## src/design/pbh_pkg.sv

```systemverilog
// Shared types, sizes, register codes and helpers for the particle box histogram.
package pbh_pkg;

    // Grid and counter sizing.
    localparam int MAX_BOXES_X = 16;
    localparam int MAX_BOXES_Y = 16;
    localparam int MAX_BOXES_Z = 16;
    localparam int COUNT_BITS  = 32;

    localparam int IDX_X_W = $clog2(MAX_BOXES_X);
    localparam int IDX_Y_W = $clog2(MAX_BOXES_Y);
    localparam int IDX_Z_W = $clog2(MAX_BOXES_Z);
    localparam int IDX_XY_W = (IDX_X_W > IDX_Y_W) ? IDX_X_W : IDX_Y_W;
    localparam int IDX_W   = (IDX_XY_W > IDX_Z_W) ? IDX_XY_W : IDX_Z_W;

    localparam int DEPTH   = MAX_BOXES_X * MAX_BOXES_Y * MAX_BOXES_Z;
    localparam int ADDR_W  = $clog2(DEPTH);

    localparam logic [COUNT_BITS-1:0] COUNT_MAX = '1;

    // Field widths fixed by the interface.
    localparam int POS_W   = 32;
    localparam int SEL_W   = 4;
    localparam int BOX_W   = 4;
    localparam int CONC_W  = 64;
    localparam int MUL_W   = 32;
    localparam int PROD_W  = 2 * MUL_W;
    localparam int FRAC_SH = 40;
    localparam int IDXH_W  = PROD_W - FRAC_SH;
    localparam int CMP_W   = IDXH_W + 1;
    localparam int CNT_W   = 5;
    localparam int DIMS_W  = 18;
    localparam int FLAT_LSB = 15;

    // Configuration port.
    localparam int CFG_IDX_W  = 4;
    localparam int CFG_DATA_W = 32;

    localparam logic [CFG_IDX_W-1:0] CFG_ORIGIN_X  = 4'd0;
    localparam logic [CFG_IDX_W-1:0] CFG_ORIGIN_Y  = 4'd1;
    localparam logic [CFG_IDX_W-1:0] CFG_ORIGIN_Z  = 4'd2;
    localparam logic [CFG_IDX_W-1:0] CFG_INV_BOX_X = 4'd3;
    localparam logic [CFG_IDX_W-1:0] CFG_INV_BOX_Y = 4'd4;
    localparam logic [CFG_IDX_W-1:0] CFG_INV_BOX_Z = 4'd5;
    localparam logic [CFG_IDX_W-1:0] CFG_GRID_DIMS = 4'd6;
    localparam logic [CFG_IDX_W-1:0] CFG_CONC_SCL  = 4'd7;

    localparam logic [MUL_W-1:0]  RST_INV   = 32'h0100_0000;
    localparam logic [DIMS_W-1:0] RST_DIMS  = 18'h04210;
    localparam logic [MUL_W-1:0]  RST_SCALE = 32'h0001_0000;

    // Item kinds.
    localparam logic KIND_BIN  = 1'b0;
    localparam logic KIND_READ = 1'b1;

    // Operand selection of the shared multiplier; the axis codes double as axis numbers.
    typedef enum logic [2:0] {
        MSEL_X   = 3'd0,
        MSEL_Y   = 3'd1,
        MSEL_Z   = 3'd2,
        MSEL_CLO = 3'd3,
        MSEL_CHI = 3'd4
    } t_mul_sel;

    typedef struct packed {
        logic     load;
        logic     sub_en;
        logic     mul_en;
        logic     chk_en;
        t_mul_sel msel;
        logic     rd_en;
        logic     upd_wr;
        logic     sum_en;
        logic     out_load;
        logic     clr_wr;
    } t_dp_cmd;

    typedef struct packed {
        logic kind;
        logic go;
        logic sel_ok;
        logic all_ok;
        logic clr_last;
    } t_dp_sts;

    // Box count of one axis, limited to the grid size of that axis.
    function automatic logic [CNT_W-1:0] eff_count(input logic [CNT_W-1:0] f,
                                                   input int unsigned m);
        logic [6:0] mm;
        mm = 7'(m);
        return (7'(f) > mm) ? mm[CNT_W-1:0] : f;
    endfunction

    // Flat store address of a box.
    function automatic logic [ADDR_W-1:0] box_addr(input logic [IDX_W-1:0] x,
                                                   input logic [IDX_W-1:0] y,
                                                   input logic [IDX_W-1:0] z);
        logic [ADDR_W-1:0] a;
        a = ADDR_W'(z) * ADDR_W'(MAX_BOXES_Y) + ADDR_W'(y);
        a = a * ADDR_W'(MAX_BOXES_X) + ADDR_W'(x);
        return a;
    endfunction

endpackage

```

## src/design/pbh_ctrl.sv

```systemverilog
// Sequencing state machine of the particle box histogram.
module pbh_ctrl (
    input  logic             i_clk,
    input  logic             i_rst_n,
    input  logic             i_in_valid,
    output logic             o_in_stall,
    output logic             o_out_valid,
    input  logic             i_out_stall,
    input  pbh_pkg::t_dp_sts i_sts,
    output pbh_pkg::t_dp_cmd o_cmd
);
    import pbh_pkg::*;

    typedef enum logic [3:0] {
        S_CLEAR, S_IDLE, S_SUB,
        S_MX, S_CX, S_MY, S_CY, S_MZ, S_CZ,
        S_RD, S_RDW, S_MLO, S_MHI, S_SUM, S_DONE
    } t_state;

    t_state  r_state, n_state;
    logic    r_out_valid, n_out_valid;
    t_dp_cmd cmd;
    logic    out_free;

    assign out_free = !r_out_valid || !i_out_stall;

    always_comb begin
        cmd     = '0;
        n_state = r_state;
        unique case (r_state)
            S_CLEAR: begin
                cmd.clr_wr = 1'b1;
                if (i_sts.clr_last) begin
                    n_state = S_IDLE;
                end
            end
            S_IDLE: begin
                if (i_in_valid) begin
                    cmd.load = 1'b1;
                    n_state  = S_SUB;
                end
            end
            S_SUB: begin
                cmd.sub_en = 1'b1;
                if (i_sts.kind == KIND_READ) begin
                    n_state = i_sts.sel_ok ? S_RD : S_DONE;
                end else begin
                    n_state = i_sts.go ? S_MX : S_DONE;
                end
            end
            S_MX: begin
                cmd.mul_en = 1'b1;
                cmd.msel   = MSEL_X;
                n_state    = S_CX;
            end
            S_CX: begin
                cmd.chk_en = 1'b1;
                cmd.msel   = MSEL_X;
                n_state    = S_MY;
            end
            S_MY: begin
                cmd.mul_en = 1'b1;
                cmd.msel   = MSEL_Y;
                n_state    = S_CY;
            end
            S_CY: begin
                cmd.chk_en = 1'b1;
                cmd.msel   = MSEL_Y;
                n_state    = S_MZ;
            end
            S_MZ: begin
                cmd.mul_en = 1'b1;
                cmd.msel   = MSEL_Z;
                n_state    = S_CZ;
            end
            S_CZ: begin
                cmd.chk_en = 1'b1;
                cmd.msel   = MSEL_Z;
                n_state    = i_sts.all_ok ? S_RD : S_DONE;
            end
            S_RD: begin
                cmd.rd_en = 1'b1;
                n_state   = S_RDW;
            end
            S_RDW: begin
                cmd.upd_wr = 1'b1;
                n_state    = (i_sts.kind == KIND_READ) ? S_MLO : S_DONE;
            end
            S_MLO: begin
                cmd.mul_en = 1'b1;
                cmd.msel   = MSEL_CLO;
                n_state    = S_MHI;
            end
            S_MHI: begin
                cmd.mul_en = 1'b1;
                cmd.msel   = MSEL_CHI;
                n_state    = S_SUM;
            end
            S_SUM: begin
                cmd.sum_en = 1'b1;
                n_state    = S_DONE;
            end
            S_DONE: begin
                if (out_free) begin
                    cmd.out_load = 1'b1;
                    n_state      = S_IDLE;
                end
            end
            default: begin
                n_state = S_IDLE;
            end
        endcase
        n_out_valid = cmd.out_load ? 1'b1 : (r_out_valid && i_out_stall);
    end

    always_ff @(posedge i_clk) begin
        if (!i_rst_n) begin
            r_state     <= S_CLEAR;
            r_out_valid <= 1'b0;
        end else begin
            r_state     <= n_state;
            r_out_valid <= n_out_valid;
        end
    end

    assign o_in_stall  = (r_state != S_IDLE);
    assign o_out_valid = r_out_valid;
    assign o_cmd       = cmd;

    a_accept_starts: assert property (@(posedge i_clk) disable iff (!i_rst_n)
        i_in_valid && !o_in_stall |=> r_state == S_SUB)
        else $error("accepted item did not start processing");

    a_taken_drops: assert property (@(posedge i_clk) disable iff (!i_rst_n)
        r_out_valid && !i_out_stall && r_state != S_DONE |=> !r_out_valid)
        else $error("taken result was presented again");

    a_no_result_in_clear: assert property (@(posedge i_clk) disable iff (!i_rst_n)
        r_state == S_CLEAR |-> !r_out_valid)
        else $error("result presented during clearing pass");

endmodule

```

## config.mk

```make
export PLATFORM = sky130hd
export DESIGN_NAME = pbh_ctrl
export DESIGN_NICKNAME = d
export VERILOG_FILES = /design/src/design/pbh_pkg.sv /design/src/design/pbh_ctrl.sv
export SDC_FILE = /design/constraint.sdc
export NUM_CORES = 1
export LEC_CHECK = 0
export BUFFER_PORTS_ARGS = -buffer_cell sky130_fd_sc_hd__buf_2
export CORE_UTILIZATION = 41
export CTS_CLUSTER_SIZE = 30
export DETAILED_ROUTE_END_ITERATION = 8
export PLACE_DENSITY = 0.73
export SLEW_MARGIN = 20
export SYNTH_ARGS = -nofsm -noshare
export SYNTH_HDL_FRONTEND = slang
export SYNTH_SLANG_ARGS = --single-unit
```

## constraint.sdc

```tcl
create_clock -name i_clk -period 1.1 [get_ports i_clk]
set_input_delay 0.055 -clock i_clk [delete_from_list [all_inputs] [get_ports i_clk]]
set_output_delay 0.055 -clock i_clk [all_outputs]
set_load 0.05 [all_outputs]
```

==> run metrics, run 1 <==
Compound-Gate Fraction of Synth Area=30.37%; outcome=did not finish; Num CTS Buffers=3; gpl congestion=0.7835; Cells after Synth=78; error msg=[ERROR DPL-0033] detailed placement checks failed during check placement.; mux contribution to synthesized area=5.708%; Unique masters post-synth=33; # rows=12; adder-cell share of the synthesized area=0%; Synth Cell Area=548.0 um^2; H-tree depth=1; register area share after synthesis=18.26%; main combinational cell family by area after synthesis=simple AND/OR/NAND/NOR gates; CTS sink count=5; post-detail-place hpwl=1318 um; Chip Width=38.56 um; synth warn=0; clk buf depth=2; clk root buf=clkbuf_4; syn_nets=87; Synth Area in XOR/XNOR=0%; Simple-Gate Fraction of Synth Area=36.53%; Setup Fix Bufs, Post-CTS=5; Last stage=clock tree synthesis (4_1_cts); IO Port Bufs=22; hold buffer count at cts=0; die height=38.56 um; #FFs+latches synth=5; post-cts resize count=52; syn avg cell area=7.026 um^2; Initial Utilization=46.79%; Ports=23
through the flow:
step | setup WS (ns) | hold WS (ns) | instance area (um^2) | TNS [ns] | cells
after floorplan | -0.09697 | 0.1726 | 749.5 | -0.4412 | 78
after global placement | -0.1620 | 0.3207 | 930.9 | -1.637 | 125
after detailed placement | -0.2363 | 0.3252 | 930.9 | -1.943 | 125
synthesized netlist by cell type:
master    instances  area share (%)
nor2_1            7             4.8
o221a_1           1             2.1
o31a_1            1             1.6
nor2_2            1             1.1
nor3_1            2             1.8
a221oi_1          2             3.2
a21boi_0          2             2.7
clkbuf_2          1            0.91
o21ai_0           2             1.8
buf_4             2             2.7
o32ai_1           2             3.2
or2_1             1             1.1
nand2b_4          1             2.5
nand3b_1          1             1.4
dfxtp_1           5              18
inv_1             4             2.7
o21a_1            2             2.7
a21oi_1           5             4.6
mux2i_1           2             3.7
o21ai_1           1            0.91
and3_1            1             1.1
buf_2             3             2.7
o22ai_1           1             1.1
a222oi_1          1             1.8
o21ba_1           1             1.8
o211ai_1          1             1.4
or3_1             1             1.1
o31ai_1           1             1.4
nand2b_1          3             3.4
nand4b_1          2             3.2
mux2_2            1             2.1
nand2_1          10             6.9
nor2b_1           7             8.0
cell families after synthesis:
group | after synthesis
AO/OA/AOI/OAI | 23
multiplexers | 3
buffers and inverters | 10
AND/OR/NAND/NOR | 37
flip-flops | 5
==> run 2, diff against run 1 <==
--- a/config.mk
+++ b/config.mk
@@ -6,10 +6,10 @@
 export NUM_CORES = 1
 export LEC_CHECK = 0
 export BUFFER_PORTS_ARGS = -buffer_cell sky130_fd_sc_hd__buf_2
-export CORE_UTILIZATION = 41
-export CTS_CLUSTER_SIZE = 30
+export CORE_AREA = 2 2 63 65
 export DETAILED_ROUTE_END_ITERATION = 8
-export PLACE_DENSITY = 0.73
+export DIE_AREA = 0 0 65 67
+export PLACE_DENSITY_LB_ADDON = 0.15
 export SLEW_MARGIN = 20
 export SYNTH_ARGS = -nofsm -noshare
 export SYNTH_HDL_FRONTEND = slang
==> constraint.sdc (replaced) <==
create_clock -name i_clk -period 1.4 [get_ports i_clk]
set_input_delay 0.07 -clock i_clk [delete_from_list [all_inputs] [get_ports i_clk]]
set_output_delay 0.07 -clock i_clk [all_outputs]
set_load 0.05 [all_outputs]
==> run 2 against run 1 <==
  * The flow now finishes without violations
  * Area after synthesis unchanged
  * Synthesized cell count stayed put
==> run metrics, run 2 <==
Avg WL per Cell=11.15 um; syn avg cell area=7.026 um^2; final hold vios=0; Worst Max-Slew Pin Slew=0.2830 ns; LEAKAGE=0.0004258 uW; top-count cell post-synth=nand2_1; Final Cycle Share=96.92%; #FFs+latches synth=5; hold buffer count at cts=0; largest register by flop count=r_state; die area=0.004355 mm^2; CP startpoint kind=flop; cell taking the most area after synthesis=dfxtp_1; clk root buf=clkbuf_8; top cells by area, synth=dfxtp_1, nor2b_1, nand2_1, nor2_1, a21oi_1; clock slew at reported path FFs=0.03 ns; Area Overhead vs Synth=85.16%; Num CTS Buffers=3; drt total wl=1851 um; Critical Path End Type=primary output; WP data required=1.33 ns; FF-to-FF End=r_state[1]; critical path capture point=o_cmd[6]; Max Slew Vio Count=0; largest net degree at the start of global routing=14; clk buf depth=2; Slew headroom=81.13%; total congestion overflow=0; register area share after synthesis=18.26%; Synth top cells by count=nand2_1, nor2_1, nor2b_1; Post-synth top flop=dfxtp_1; pwr dens=838.6 mW/mm^2; Final Critical Period=1.357 ns; 1st-iter DRT viols=19; smallest hold slack=0.1136 ns; Unique masters post-synth=33; CP Class=flop to primary output; Hold Path Class=primary input to flop; Fmax=737.0 MHz; Synth Cell Area=548.0 um^2; IO Port Bufs=22; Yosys top cell area share=18.26%; Async SR Flop Fraction=0%; CTS sink count=5; gpl congestion=0.7015; final setup TNS=0 ns; TritonRoute pass-1 iters=4; largest fanout on the critical path=7; Antenna diodes=0; max_cap viols=0; vias in the first global route=610; die height=67 um; Final setup viols=0; core area=0.003606 mm^2; syn_nets=87; maximum VDD drop=0.4777 mV; # rows=22; commonest non-fill, non-tap cells in the layout=buf_4, buf_2, nand2_1, buf_6; Ports=23; via count=692; vias per cell=4.169; synth warn=0; Post-synth EDFFs=0; max reg flops=4; initial antenna violation count=0; Final Skew=0.0009413 ns; reg2reg start=r_state[1]; Finished Core Util=28.14%; fill count=414; post-detail-place hpwl=1382 um; Reg2Reg Depth=4; R2R setup slack=0.08 ns; Cells after Synth=78; share of cells above drive strength 1=55.08%; most common cell after layout, fill and taps aside=buf_4; Initial Utilization=15.20%; Chip Width=65 um; outcome=finished clean; Worst Setup SP=r_state[1]; CTS tree=done; Final nets=128; GRT Total Usage=8.505%; number of nets with antenna violations after routing=0; Worst-Skew Late Latency=0.22 ns; DRC Markers=0; global-route wire length before repair=2822 um; H-tree depth=1; Worst EP arrival=1.29 ns; unrepaired setup endpoints after global routing=yes
-- run 2: routing by layer --
layer / vias up / routed length [um] / track usage [%]
met2: 22 / 806 / 13.02
met4: 0 / 12 / 1.596
met1: 306 / 933 / 11.77
met5: - / 0 / 0
li1: 362 / - / -
met3: 2 / 98 / 2.534
-- run 2: worst min-delay path by stage --
stage / from / end / slack (ns) / depth (start not counted)
floorplan: i_rst_n / r_state[1] / 0.19 / 1
global placement: i_rst_n / r_state[1] / 0.35 / 2
detailed placement: i_rst_n / r_state[1] / 0.35 / 2
CTS: i_rst_n / r_state[1] / 0.11 / 2
global route: i_rst_n / r_state[2] / 0.13 / 2
finish: i_rst_n / r_state[1] / 0.11 / 2
-- run 2: per-stage QoR --
stage	std cells	power [uW]	setup slack, ns	cell area, um^2
5_1_grt	166	907.6	-0.03242	1015
3_5_place_dp	157	531.1	-0.06081	832.0
3_3_place_gp	157	532.8	-0.05861	832.0
2_1_floorplan	78	423.8	-0.1252	584.3
6_report	166	850.9	0.04310	1015
4_1_cts	162	818.7	-0.001716	925.9
-- run 2: layout make-up --
class	count	area, um^2	share of cell area (%)
multi-input cells	63	483.0	47.60
repair buffers	42	296.5	29.22
flip-flops and latches	5	115.1	11.34
well taps	48	60.06	5.919
clock buffers	4	45.04	4.439
inverters	4	15.01	1.480
-- run 2: critical path: stages (launching register included) --
cell and delay [ns]:
dfxtp_4 0.37, nor2b_2 0.17, buf_4 0.14, o32ai_4 0.20, buf_6 0.19
-- run 2: what timing repair did --
item                                    CTS  global route
buffers inserted                          1             4
resized for setup                        17            16
pin swaps                                 0             1
endpoints found under the setup margin   17            10
-- run 2: logic make-up (layout without fill, tap and decap cells) --
kind of cell | Yosys count | count (layout) | share of synthesized area (%)
compound gates | 23 | 23 | 30.37
buf+inv | 10 | 50 | 9.129
flops | 5 | 5 | 18.27
mux | 3 | 3 | 5.708
simple gates | 37 | 37 | 36.53
-- run 2: power by group --
group	internal [uW]	total [uW]	switching [uW]
combinational	174	404	230
clock	195	264	69.0
sequential	154	183	29.1
total	523	851	328
Power figures use the tool's default switching activity.
